==> config.mk <==
export PLATFORM = sky130hd
export DESIGN_NAME = rc_pulse_capture_median
export DESIGN_NICKNAME = d
export VERILOG_FILES = /design/src/sv/rcpm_pkg.sv /design/src/sv/rcpm_csr.sv /design/src/sv/rcpm_capture.sv /design/src/sv/rcpm_window.sv /design/src/sv/rc_pulse_capture_median.sv
export SDC_FILE = /design/constraint.sdc
export NUM_CORES = 2
export LEC_CHECK = 0
export BUFFER_PORTS_ARGS = -buffer_cell sky130_fd_sc_hd__buf_2
export CORE_MARGIN = 5
export CORE_UTILIZATION = 58
export CTS_CLUSTER_DIAMETER = 60
export CTS_CLUSTER_SIZE = 8
export DETAILED_ROUTE_END_ITERATION = 10
export PLACE_DENSITY = 0.81
export SETUP_SLACK_MARGIN = 0.3
export SLEW_MARGIN = 20
export SYNTH_ARGS = -nofsm -noshare
export SYNTH_HDL_FRONTEND = slang
export SYNTH_SLANG_ARGS = --single-unit
==> constraint.sdc <==
create_clock -name clock -period 6.4 [get_ports clock]
set_input_delay 1.92 -clock clock [delete_from_list [all_inputs] [get_ports clock]]
set_output_delay 1.92 -clock clock [all_outputs]
set_load 0.05 [all_outputs]
==> src/sv/rcpm_pkg.sv <==
// ----------------------------------------------------------------------------
// rcpm_pkg
// Shared types and constants of the RC pulse capture and median block.
// ----------------------------------------------------------------------------
package rcpm_pkg;

   // Block size
   localparam int NUM_CHANNELS = 6;
   localparam int WINDOW_LEN   = 5;

   // Field widths
   localparam int SAMPLE_W = 16;
   localparam int PERIOD_W = 17;
   localparam int LIMIT_W  = 8;
   localparam int CHAN_W   = 3;
   localparam int MUX_W    = 3;

   // Derived index widths
   localparam int ROW_W  = (NUM_CHANNELS > 1) ? $clog2(NUM_CHANNELS) : 1;
   localparam int POS_W  = (WINDOW_LEN > 1) ? $clog2(WINDOW_LEN) : 1;
   localparam int STEP_W = $clog2(NUM_CHANNELS + 1);
   localparam int RANK_W = $clog2(WINDOW_LEN + 1);

   // Register file
   localparam int CSR_ADDR_W = 3;
   localparam int CSR_DATA_W = 32;
   localparam logic [PERIOD_W-1:0] TIMER_PERIOD_RESET     = PERIOD_W'(40000);
   localparam logic [LIMIT_W-1:0]  DISCONNECT_LIMIT_RESET = LIMIT_W'(5);

   typedef logic [SAMPLE_W-1:0] sample_type;
   typedef logic [PERIOD_W-1:0] period_type;
   typedef logic [LIMIT_W-1:0]  limit_type;

   typedef enum logic [1:0] {
      CMD_CAPTURE = 2'd0,
      CMD_TICK    = 2'd1,
      CMD_READ    = 2'd2
   } cmd_type;

   typedef enum logic {
      REG_TIMER_PERIOD     = 1'b0,
      REG_DISCONNECT_LIMIT = 1'b1
   } reg_index_type;

   // Capture side status, next-state values after the current item
   typedef struct packed {
      logic [MUX_W-1:0] mux_select;
      logic             falling_edge;
      logic             frame_done;
   } cap_status_type;

endpackage

==> src/sv/rcpm_csr.sv <==
// ----------------------------------------------------------------------------
// rcpm_csr
// Configuration registers: timer period and disconnect limit on an APB port.
// ----------------------------------------------------------------------------
module rcpm_csr (
   input  logic                              clock,
   input  logic                              reset,
   input  logic                              psel,
   input  logic                              penable,
   input  logic                              pwrite,
   input  logic [rcpm_pkg::CSR_ADDR_W-1:0]   paddr,
   input  logic [rcpm_pkg::CSR_DATA_W-1:0]   pwdata,
   output logic [rcpm_pkg::CSR_DATA_W-1:0]   prdata,
   output logic                              pready,
   output rcpm_pkg::period_type              timer_period,
   output rcpm_pkg::limit_type               disconnect_limit
);
   import rcpm_pkg::*;

   period_type    period_ff;
   limit_type     limit_ff;
   reg_index_type index;
   logic          wr_en;

   assign pready = 1'b1;
   assign index  = reg_index_type'(paddr[2]);
   assign wr_en  = psel & penable & pwrite & pready;

   // Write on the access phase
   always_ff @(posedge clock) begin
      if (reset) begin
         period_ff <= TIMER_PERIOD_RESET;
         limit_ff  <= DISCONNECT_LIMIT_RESET;
      end else if (wr_en) begin
         unique case (index)
            REG_TIMER_PERIOD:     period_ff <= pwdata[PERIOD_W-1:0];
            REG_DISCONNECT_LIMIT: limit_ff  <= pwdata[LIMIT_W-1:0];
            default: ;
         endcase
      end
   end

   // Read back
   always_comb begin
      unique case (index)
         REG_TIMER_PERIOD:     prdata = CSR_DATA_W'(period_ff);
         REG_DISCONNECT_LIMIT: prdata = CSR_DATA_W'(limit_ff);
         default:              prdata = '0;
      endcase
   end

   assign timer_period     = period_ff;
   assign disconnect_limit = limit_ff;

endmodule

==> src/sv/rcpm_capture.sv <==
// ----------------------------------------------------------------------------
// rcpm_capture
// Edge stamp store, multiplexer sequencing and pulse width calculation.
// ----------------------------------------------------------------------------
module rcpm_capture (
   input  logic                    clock,
   input  logic                    reset,
   input  logic                    capture_en,
   input  rcpm_pkg::sample_type    capture_count,
   input  rcpm_pkg::period_type    timer_period,
   output rcpm_pkg::cap_status_type status,
   output rcpm_pkg::sample_type    widths [rcpm_pkg::NUM_CHANNELS]
);
   import rcpm_pkg::*;

   // Width between two stamps, unwrapped over the timer period and clamped
   function automatic sample_type pulse_width(input period_type period,
                                              input sample_type a,
                                              input sample_type b);
      logic signed [PERIOD_W+1:0] w;
      sample_type                 res;
      w = '0;
      if (b >= a) begin
         res = b - a;
      end else begin
         w = $signed({2'b00, period}) - $signed({3'b000, a}) + $signed({3'b000, b});
         if (w < 0) begin
            res = '0;
         end else if (w > $signed((PERIOD_W+2)'(2**SAMPLE_W - 1))) begin
            res = '1;
         end else begin
            res = w[SAMPLE_W-1:0];
         end
      end
      return res;
   endfunction

   logic [STEP_W-1:0] step_ff, step_in;
   logic [MUX_W-1:0]  mux_ff, mux_in;
   logic              edge_ff, edge_in;
   logic              done;
   sample_type        stamps_ff [NUM_CHANNELS];
   sample_type        widths_ff [NUM_CHANNELS];
   sample_type        ends      [NUM_CHANNELS+1];
   sample_type        width_calc [NUM_CHANNELS];

   // Step the multiplexer and pick the polarity for the next edge
   always_comb begin
      step_in = step_ff;
      mux_in  = mux_ff;
      edge_in = edge_ff;
      done    = 1'b0;
      if (capture_en) begin
         edge_in = (step_ff == STEP_W'(NUM_CHANNELS - 1));
         if (step_ff < STEP_W'(NUM_CHANNELS)) begin
            step_in = step_ff + 1'b1;
            if (step_in != STEP_W'(NUM_CHANNELS)) begin
               mux_in = MUX_W'(step_in);
            end
         end else begin
            step_in = '0;
            mux_in  = '0;
            done    = 1'b1;
         end
      end
   end

   // Widths from neighbouring stamps, the last stamp taken straight from the input
   always_comb begin
      for (int c = 0; c < NUM_CHANNELS; c++) begin
         ends[c] = stamps_ff[c];
      end
      ends[NUM_CHANNELS] = capture_count;
      for (int c = 0; c < NUM_CHANNELS; c++) begin
         width_calc[c] = pulse_width(timer_period, ends[c], ends[c+1]);
      end
   end

   // Control state
   always_ff @(posedge clock) begin
      if (reset) begin
         step_ff <= '0;
         mux_ff  <= '0;
         edge_ff <= 1'b0;
      end else begin
         step_ff <= step_in;
         mux_ff  <= mux_in;
         edge_ff <= edge_in;
      end
   end

   // Hold the stamps of the frame in progress
   always_ff @(posedge clock) begin
      if (capture_en && (step_ff < STEP_W'(NUM_CHANNELS))) begin
         stamps_ff[step_ff[ROW_W-1:0]] <= capture_count;
      end
   end

   // Latch the widths of a completed frame
   always_ff @(posedge clock) begin
      if (reset) begin
         for (int c = 0; c < NUM_CHANNELS; c++) begin
            widths_ff[c] <= '0;
         end
      end else if (done) begin
         for (int c = 0; c < NUM_CHANNELS; c++) begin
            widths_ff[c] <= width_calc[c];
         end
      end
   end

   assign status.mux_select   = mux_in;
   assign status.falling_edge = edge_in;
   assign status.frame_done   = done;
   assign widths              = widths_ff;

   // Checks
   a_step_range: assert property (@(posedge clock) disable iff (reset)
      step_ff <= STEP_W'(NUM_CHANNELS))
      else $error("capture step beyond the last stamp");
   a_falling_last: assert property (@(posedge clock) disable iff (reset)
      edge_ff |-> step_ff == STEP_W'(NUM_CHANNELS))
      else $error("falling edge selected away from the last stamp");
   a_done_wraps: assert property (@(posedge clock) disable iff (reset)
      done |=> step_ff == '0 && mux_ff == '0 && !edge_ff)
      else $error("frame completion did not restart the sequence");

endmodule

==> src/sv/rcpm_window.sv <==
// ----------------------------------------------------------------------------
// rcpm_window
// Per-channel sample windows and the median of the selected channel.
// ----------------------------------------------------------------------------
module rcpm_window (
   input  logic                    clock,
   input  logic                    reset,
   input  logic                    tick_en,
   input  rcpm_pkg::sample_type    widths [rcpm_pkg::NUM_CHANNELS],
   input  logic [rcpm_pkg::CHAN_W-1:0] channel,
   output rcpm_pkg::sample_type    median
);
   import rcpm_pkg::*;

   localparam logic [RANK_W-1:0] RANK = RANK_W'(WINDOW_LEN / 2);

   // Element of sorted rank RANK, first match wins
   function automatic sample_type window_median(input sample_type win [WINDOW_LEN]);
      sample_type        med;
      logic              found;
      logic [RANK_W-1:0] less;
      logic [RANK_W-1:0] lesseq;
      med   = '0;
      found = 1'b0;
      for (int i = 0; i < WINDOW_LEN; i++) begin
         less   = '0;
         lesseq = '0;
         for (int j = 0; j < WINDOW_LEN; j++) begin
            if (win[j] < win[i]) less = less + 1'b1;
            if (win[j] <= win[i]) lesseq = lesseq + 1'b1;
         end
         if (!found && (less <= RANK) && (RANK < lesseq)) begin
            med   = win[i];
            found = 1'b1;
         end
      end
      return med;
   endfunction

   sample_type       windows_ff [NUM_CHANNELS][WINDOW_LEN];
   logic [POS_W-1:0] pos_ff, pos_in;
   logic             ch_ok;
   logic [ROW_W-1:0] row_idx;
   sample_type       row [WINDOW_LEN];

   // Advance the write position, wrapping at the window length
   assign pos_in = (pos_ff == POS_W'(WINDOW_LEN - 1)) ? '0 : pos_ff + 1'b1;

   always_ff @(posedge clock) begin
      if (reset) begin
         pos_ff <= '0;
         for (int c = 0; c < NUM_CHANNELS; c++) begin
            for (int k = 0; k < WINDOW_LEN; k++) begin
               windows_ff[c][k] <= '0;
            end
         end
      end else if (tick_en) begin
         pos_ff <= pos_in;
         for (int c = 0; c < NUM_CHANNELS; c++) begin
            windows_ff[c][pos_ff] <= widths[c];
         end
      end
   end

   // Select the channel row, out-of-range channels read as zero
   assign ch_ok   = {1'b0, channel} < (CHAN_W+1)'(NUM_CHANNELS);
   assign row_idx = ch_ok ? channel[ROW_W-1:0] : '0;
   assign row     = windows_ff[row_idx];
   assign median  = ch_ok ? window_median(row) : '0;

   // Checks
   a_pos_range: assert property (@(posedge clock) disable iff (reset)
      pos_ff < POS_W'(WINDOW_LEN))
      else $error("window position beyond window length");
   a_pos_hold: assert property (@(posedge clock) disable iff (reset)
      !tick_en |=> $stable(pos_ff))
      else $error("window position moved without a tick");
   a_bad_channel: assert property (@(posedge clock) disable iff (reset)
      !ch_ok |-> median == '0)
      else $error("median reported for an absent channel");

endmodule

==> src/sv/rc_pulse_capture_median.sv <==
// Path: an accepted request transfer goes into the input stage register, and
//   its response into the response register once that is free or drains.
// Throughput: one transfer per cycle; the item stage and the response register
//   each advance whenever the response side takes or has room.
// Reset: synchronous; clears the sequencer, widths, sample windows and counters
//   at once and loads period 40000 and disconnect limit 5; no clearing pass.
// ----------------------------------------------------------------------------
// rc_pulse_capture_median
// Multiplexed RC pulse-width capture with a running median per channel.
// ----------------------------------------------------------------------------
module rc_pulse_capture_median (
   input  logic        clock,
   input  logic        reset,
   // Request stream
   input  logic        req_tvalid,
   output logic        req_tready,
   input  logic [23:0] req_tdata,   // [15:0] capture_count, [18:16] channel
   input  logic [1:0]  req_tuser,   // [1:0] cmd
   // Response stream
   output logic        rsp_tvalid,
   input  logic        rsp_tready,
   output logic [23:0] rsp_tdata,   // [2:0] mux_select, [3] falling_edge,
                                    // [19:4] median_value, [20] connected
   output logic        rsp_tlast,   // frame_done
   // Register port
   input  logic        csr_psel,
   input  logic        csr_penable,
   input  logic        csr_pwrite,
   input  logic [2:0]  csr_paddr,
   input  logic [31:0] csr_pwdata,
   output logic [31:0] csr_prdata,
   output logic        csr_pready
);
   import rcpm_pkg::*;

   period_type       timer_period;
   limit_type        disconnect_limit;

   // Item stage
   logic             stage_valid_ff;
   cmd_type          stage_cmd_ff;
   sample_type       stage_count_ff;
   logic [CHAN_W-1:0] stage_chan_ff;
   logic             stage_adv;

   // Decoded strobes
   logic             capture_en;
   logic             tick_en;
   logic             read_en;

   cap_status_type   cap_status;
   sample_type       widths [NUM_CHANNELS];
   sample_type       win_median;

   // Missed-update counter
   limit_type        missed_ff, missed_in;
   logic [LIMIT_W:0] missed_inc;
   logic             connected_now;
   logic             connected_next;

   // Response register
   logic             rsp_valid_ff;
   logic [MUX_W-1:0] rsp_mux_ff;
   logic             rsp_edge_ff;
   logic             rsp_done_ff;
   sample_type       rsp_median_ff;
   logic             rsp_conn_ff;

   rcpm_csr u_csr (
      .clock            (clock),
      .reset            (reset),
      .psel             (csr_psel),
      .penable          (csr_penable),
      .pwrite           (csr_pwrite),
      .paddr            (csr_paddr),
      .pwdata           (csr_pwdata),
      .prdata           (csr_prdata),
      .pready           (csr_pready),
      .timer_period     (timer_period),
      .disconnect_limit (disconnect_limit)
   );

   // Handshake: stage moves on when the response register is free or drains
   assign stage_adv  = stage_valid_ff && (!rsp_valid_ff || rsp_tready);
   assign req_tready = !stage_valid_ff || stage_adv;

   always_ff @(posedge clock) begin
      if (reset) begin
         stage_valid_ff <= 1'b0;
      end else if (req_tready) begin
         stage_valid_ff <= req_tvalid;
      end
   end

   always_ff @(posedge clock) begin
      if (req_tvalid && req_tready) begin
         stage_cmd_ff   <= cmd_type'(req_tuser);
         stage_count_ff <= req_tdata[SAMPLE_W-1:0];
         stage_chan_ff  <= req_tdata[SAMPLE_W+CHAN_W-1:SAMPLE_W];
      end
   end

   // Decode the command of the staged item
   always_comb begin
      capture_en = 1'b0;
      tick_en    = 1'b0;
      read_en    = 1'b0;
      unique case (stage_cmd_ff)
         CMD_CAPTURE: capture_en = stage_adv;
         CMD_TICK:    tick_en    = stage_adv;
         CMD_READ:    read_en    = stage_adv;
         default: ;
      endcase
   end

   rcpm_capture u_capture (
      .clock         (clock),
      .reset         (reset),
      .capture_en    (capture_en),
      .capture_count (stage_count_ff),
      .timer_period  (timer_period),
      .status        (cap_status),
      .widths        (widths)
   );

   rcpm_window u_window (
      .clock   (clock),
      .reset   (reset),
      .tick_en (tick_en),
      .widths  (widths),
      .channel (stage_chan_ff),
      .median  (win_median)
   );

   // Count missed updates, saturating at the limit; a full frame clears it
   assign missed_inc = {1'b0, missed_ff} + 1'b1;

   always_comb begin
      missed_in = missed_ff;
      if (cap_status.frame_done) begin
         missed_in = '0;
      end else if (tick_en) begin
         missed_in = (missed_inc >= {1'b0, disconnect_limit}) ?
                     disconnect_limit : missed_inc[LIMIT_W-1:0];
      end
   end

   assign connected_now  = missed_ff < disconnect_limit;
   assign connected_next = missed_in < disconnect_limit;

   always_ff @(posedge clock) begin
      if (reset) begin
         missed_ff <= '0;
      end else begin
         missed_ff <= missed_in;
      end
   end

   // Response register
   always_ff @(posedge clock) begin
      if (reset) begin
         rsp_valid_ff <= 1'b0;
      end else if (stage_adv) begin
         rsp_valid_ff <= 1'b1;
      end else if (rsp_tready) begin
         rsp_valid_ff <= 1'b0;
      end
   end

   always_ff @(posedge clock) begin
      if (stage_adv) begin
         rsp_mux_ff    <= cap_status.mux_select;
         rsp_edge_ff   <= cap_status.falling_edge;
         rsp_done_ff   <= cap_status.frame_done;
         rsp_median_ff <= (read_en && connected_now) ? win_median : '0;
         rsp_conn_ff   <= connected_next;
      end
   end

   assign rsp_tvalid = rsp_valid_ff;
   assign rsp_tlast  = rsp_done_ff;
   assign rsp_tdata  = {3'b000, rsp_conn_ff, rsp_median_ff, rsp_edge_ff, rsp_mux_ff};

   // Checks
   a_done_restart: assert property (@(posedge clock) disable iff (reset)
      rsp_valid_ff && rsp_done_ff |-> rsp_mux_ff == '0 && !rsp_edge_ff)
      else $error("completed frame not reported on the first channel");
   a_median_connected: assert property (@(posedge clock) disable iff (reset)
      rsp_valid_ff && rsp_median_ff != '0 |-> rsp_conn_ff)
      else $error("median reported while disconnected");
   a_frame_clears: assert property (@(posedge clock) disable iff (reset)
      cap_status.frame_done |=> missed_ff == '0)
      else $error("missed-update counter not cleared by a frame");
   a_adv_loads: assert property (@(posedge clock) disable iff (reset)
      stage_adv |=> rsp_valid_ff)
      else $error("staged item lost before the response register");

endmodule

==> results <==
- During synthesis, Yosys emitted a total of 0 warnings.
- The synthesized design contains 760 register bits.
- The leakage component of the power is 25.4 nW.
- The total overflow left after global routing is 0.
- The power density over cell area is 239 nW/um2.
- The most area-hungry cell type in the Yosys netlist is edfxtp_1.
- The number of standard cells after synthesis is 5452.
- The highest-delay cell along the critical path is fa_2.
- The maximum number of pins on one net before global-route repair is 106.
- The unique cell type count in the Yosys netlist is 98.
- The clock tree from TritonCTS is yes.
- The detailed-route DRC error count is 0.
- The total CTS buffers is 110.
- After routing, the total negative slack on setup checks comes to 0 ns.
- For the worst setup path, the data required time is 6.82 ns.
- The transition time of the tightest slew-check pin is 1.04 ns.
- The first detailed-routing pass took 6 iterations.
- The post-detailed-route wirelength per cell is 24.1 um.
- In the synthesized netlist, the cells that appear most often are 619 x edfxtp_1, 506 x ha_1, 435 x nand2_1.
- The count of nets left with antenna violations once routing finished came out at 0.
- Once the floorplan was initialized, standard cells occupied 58.7% of the core.
- The internal power of the cells totals 10.2 mW.
- The most used flip-flop cell after synthesis is edfxtp_1.
- The completed layout was analyzed and its total power is 14.5 mW.
- The switching power as a share of total power is 30.0%.
- Of all flip-flops after synthesis, the portion carrying an async set or reset was 0%.
- Across the run, the number of max-cap violations was 0.
- The most used standard cell by instance count after synthesis is edfxtp_1.
- In this run the clock root is driven by a clkbuf_16.
- The mean cell area of the mapped netlist is 9.72 um2.
- The fraction of the yosys area taken by sequential cells is 40.4%.
- Sorting the synthesized cells by area gives the leading types as edfxtp_1 35%, ha_1 12%, dfxtp_1 5.3%.
- The switching power is 4.36 mW.
- Once placement completed, the tool counted placed cells totaling 6768.
- After floorplanning, the core was divided into 110 placement rows.
- The weighted congestion at the end of routability-driven global placement is 1.01.
- The count of buffers added on input and output ports is 86.
- Leaving out filler cells and counting taps, the final layout contains 7004.
- The clock net sink count is 760.
- The via count of the first global-routing pass is 43700.
- The clock network accounts for 37.7% of the total power.
- The final layout net count is 6345.
- The count of buffer and inverter cells on the critical path is 9.
- The number of buffers added to fix hold violations after cts is 0.
- The number of hold violations in the final report is 0.
- The final worst-path cycle share is 97.9%.
- Setup repair after global routing could not meet its margin everywhere.
- The data arrival time at the worst-slack endpoint is 6.68 ns.
- The worst vdd rail ir drop is 0.000227 V.
- The wire length of the first global-routing pass is 251000 um.
- The detailed-placement wirelength estimate is 121000 um.
- The clock reaches the later pin of the worst-skew pair after 0.72 ns.
- Setup violations remaining at the end of the flow were counted as 0.
- The worst register-to-register path has a setup slack of 0.14 ns.
- The tightest min-delay check is of the reg -> reg type.
- Yosys mapped a number of flops with a built-in enable equal to 619.
- The proportion of netlist area held by the largest area contributor is 35.1%.
- 128 I/O pins were placed.
- The kind of end point of the critical path is a flop.
- The clock input transition at the sequential cells of the worst setup and hold paths is 0.05 ns.
- The final-report max-slew violation count is 0.
- The worst setup path is launched from a flop.
- The die covers 97500 um2.
- The most common cell type on the critical path is buf_4.
- The family with the most delay on the worst path is compound AO/OA/AOI/OAI gates.
- The total routed wirelength is 169000 um.
- The final route contains 45300 vias.
- In the global route stage, overall resource usage came out at 33.0%.
- The post-detailed-route via-to-cell ratio is 6.47.
- Fill cells in the final layout number 6682.
- The worst clock skew is 0.0893 ns.
- The worst-path maximum fanout is 15.
- The post-route netlist has 13.2% of its cells at a drive strength greater than 1.
- The placeable core region is 90300 um2.
- The total standard cell area after synthesis is 53000 um2.
- From synthesis to final layout, the design area changed by 14.8%.
- The H-tree was split into 3 levels.
- The critical path is of the reg -> reg type.
- The floorplan step set the die width to 312 um.
- After layout, the minimum clock period comes to 6.26 ns.
- The run finished with clean final reports.
- The clock tree buffer depth is 3.
- Timing would allow up to 160 MHz.
- The number of antenna violations at the first check in global routing was 9.
- The relative slew slack is 30.5%.
- The logic gate share of total power is 24.2%.
- For this run, the slowest stage of the critical path takes 0.50 ns.
- The initial DRC count is 4992.
- Sequential cells burn 38.1% of the power.
- Measured along the y axis, the die boundary spans 312 um.
[power groups by stage]
stage / Clock [mW] / Sequential, mW / Combinational (mW)
after detailed placement: 0 / 5.64 / 3.19
after CTS: 5.50 / 5.54 / 3.37
after global routing: 5.73 / 5.55 / 3.79
final: 5.48 / 5.55 / 3.52
after global placement: 0 / 5.63 / 3.09
after floorplan: 0 / 5.64 / 2.05
[placed cells by master (no fill, tap or decap), types with 122 or more instances in the layout]
cell type	netlist	final
a211oi_1	131	124
a21oi_1	403	392
and2_1	407	403
and3_1	127	126
buf_4	21	296
dfxtp_1	141	141
edfxtp_1	619	619
ha_1	506	496
inv_1	243	240
nand2_1	435	431
nor2_1	305	301
nor2b_1	126	122
o21ai_0	336	327
xnor2_1	151	150
[kinds of logic after synthesis]
| family | share of synthesized area [%] |
|---|---|
| and+or+nand+nor | 17.3 |
| AOI/OAI and AO/OA | 18.8 |
| DFF | 40.4 |
| adders and majority gates | 12.8 |
| buffers and inverters | 3.76 |
| xor gates and xnor gates | 3.54 |
| muxes | 3.43 |
| other | 0.0142 |
[state kept, by name, indices dropped and copies added, names as in the netlist, 8 cells and up]
| register | cells |
|---|---|
| u_window.windows_ff | 480 |
| u_capture.stamps_ff | 96 |
| u_capture.widths | 96 |
| u_csr.timer_period | 17 |
| rsp_median_ff | 16 |
| stage_count_ff | 16 |
| missed_ff | 8 |
| u_csr.disconnect_limit | 8 |
[worst paths after layout]
check / start / endpoint / cells after the start
max: stage_chan_ff[0]$_DFFE_PP_ / rsp_median_ff[15]$_SDFFCE_PN0P_ / 32
min: u_csr.timer_period[0]$_SDFFE_PP0P_ / u_csr.timer_period[0]$_SDFFE_PP0P_ / 2
max reg2reg: stage_chan_ff[0]$_DFFE_PP_ / rsp_median_ff[15]$_SDFFCE_PN0P_ / 32
min reg2reg: u_csr.timer_period[0]$_SDFFE_PP0P_ / u_csr.timer_period[0]$_SDFFE_PP0P_ / 2
[timing repair]
| action | in CTS | in global routing |
|---|---|---|
| pin swaps | 32 | 28 |
| gates resized for setup | 69 | 48 |
| cloned | 2 | 4 |
| setup buffers | 18 | 21 |
| setup endpoints to repair | 16 | 18 |
[stage by stage]
step | area [um2] | worst slack (ns) | util, % | hold slack [ns]
floorplan | 53100 | 0.304 | - | 0.436
global placement | 56500 | 0.0430 | 62.5 | 0.442
detailed placement | 56500 | -0.170 | 62.5 | 0.449
CTS | 60300 | 0.267 | 66.8 | 0.455
global route | 60800 | -0.0383 | 67.4 | 0.487
finish | 60800 | 0.136 | 67.4 | 0.453
[metal layers]
metal,track usage (%),share of wire [%]
met4,19.5,7.3
met2,53.5,45
met1,41.2,37
met3,6.37,10
met5,0,0.024
[worst reg2reg max path: cells and delay by family, from the launching register on]
family | cells | cell delay [ns]
compound gates | 17 | 2.87
fa+ha+maj | 2 | 0.69
buf+inv | 9 | 1.37
flops | 1 | 0.44
mux | 1 | 0.26
simple gates | 3 | 0.37
[final cells by class]
| class | instances | area [um2] | area share (%) |
|---|---|---|---|
| well taps | 1176 | 1470 | 2.42 |
| inverters | 244 | 917 | 1.51 |
| multi-input cells | 4209 | 30300 | 49.7 |
| diodes | 5 | 12.5 | 0.0206 |
| flip-flops and latches | 760 | 21400 | 35.2 |
| repair buffers | 424 | 3510 | 5.77 |
| clock buffers | 167 | 2980 | 4.89 |
| clock inverters | 19 | 294 | 0.483 |
(Power assumes the default switching activity.)
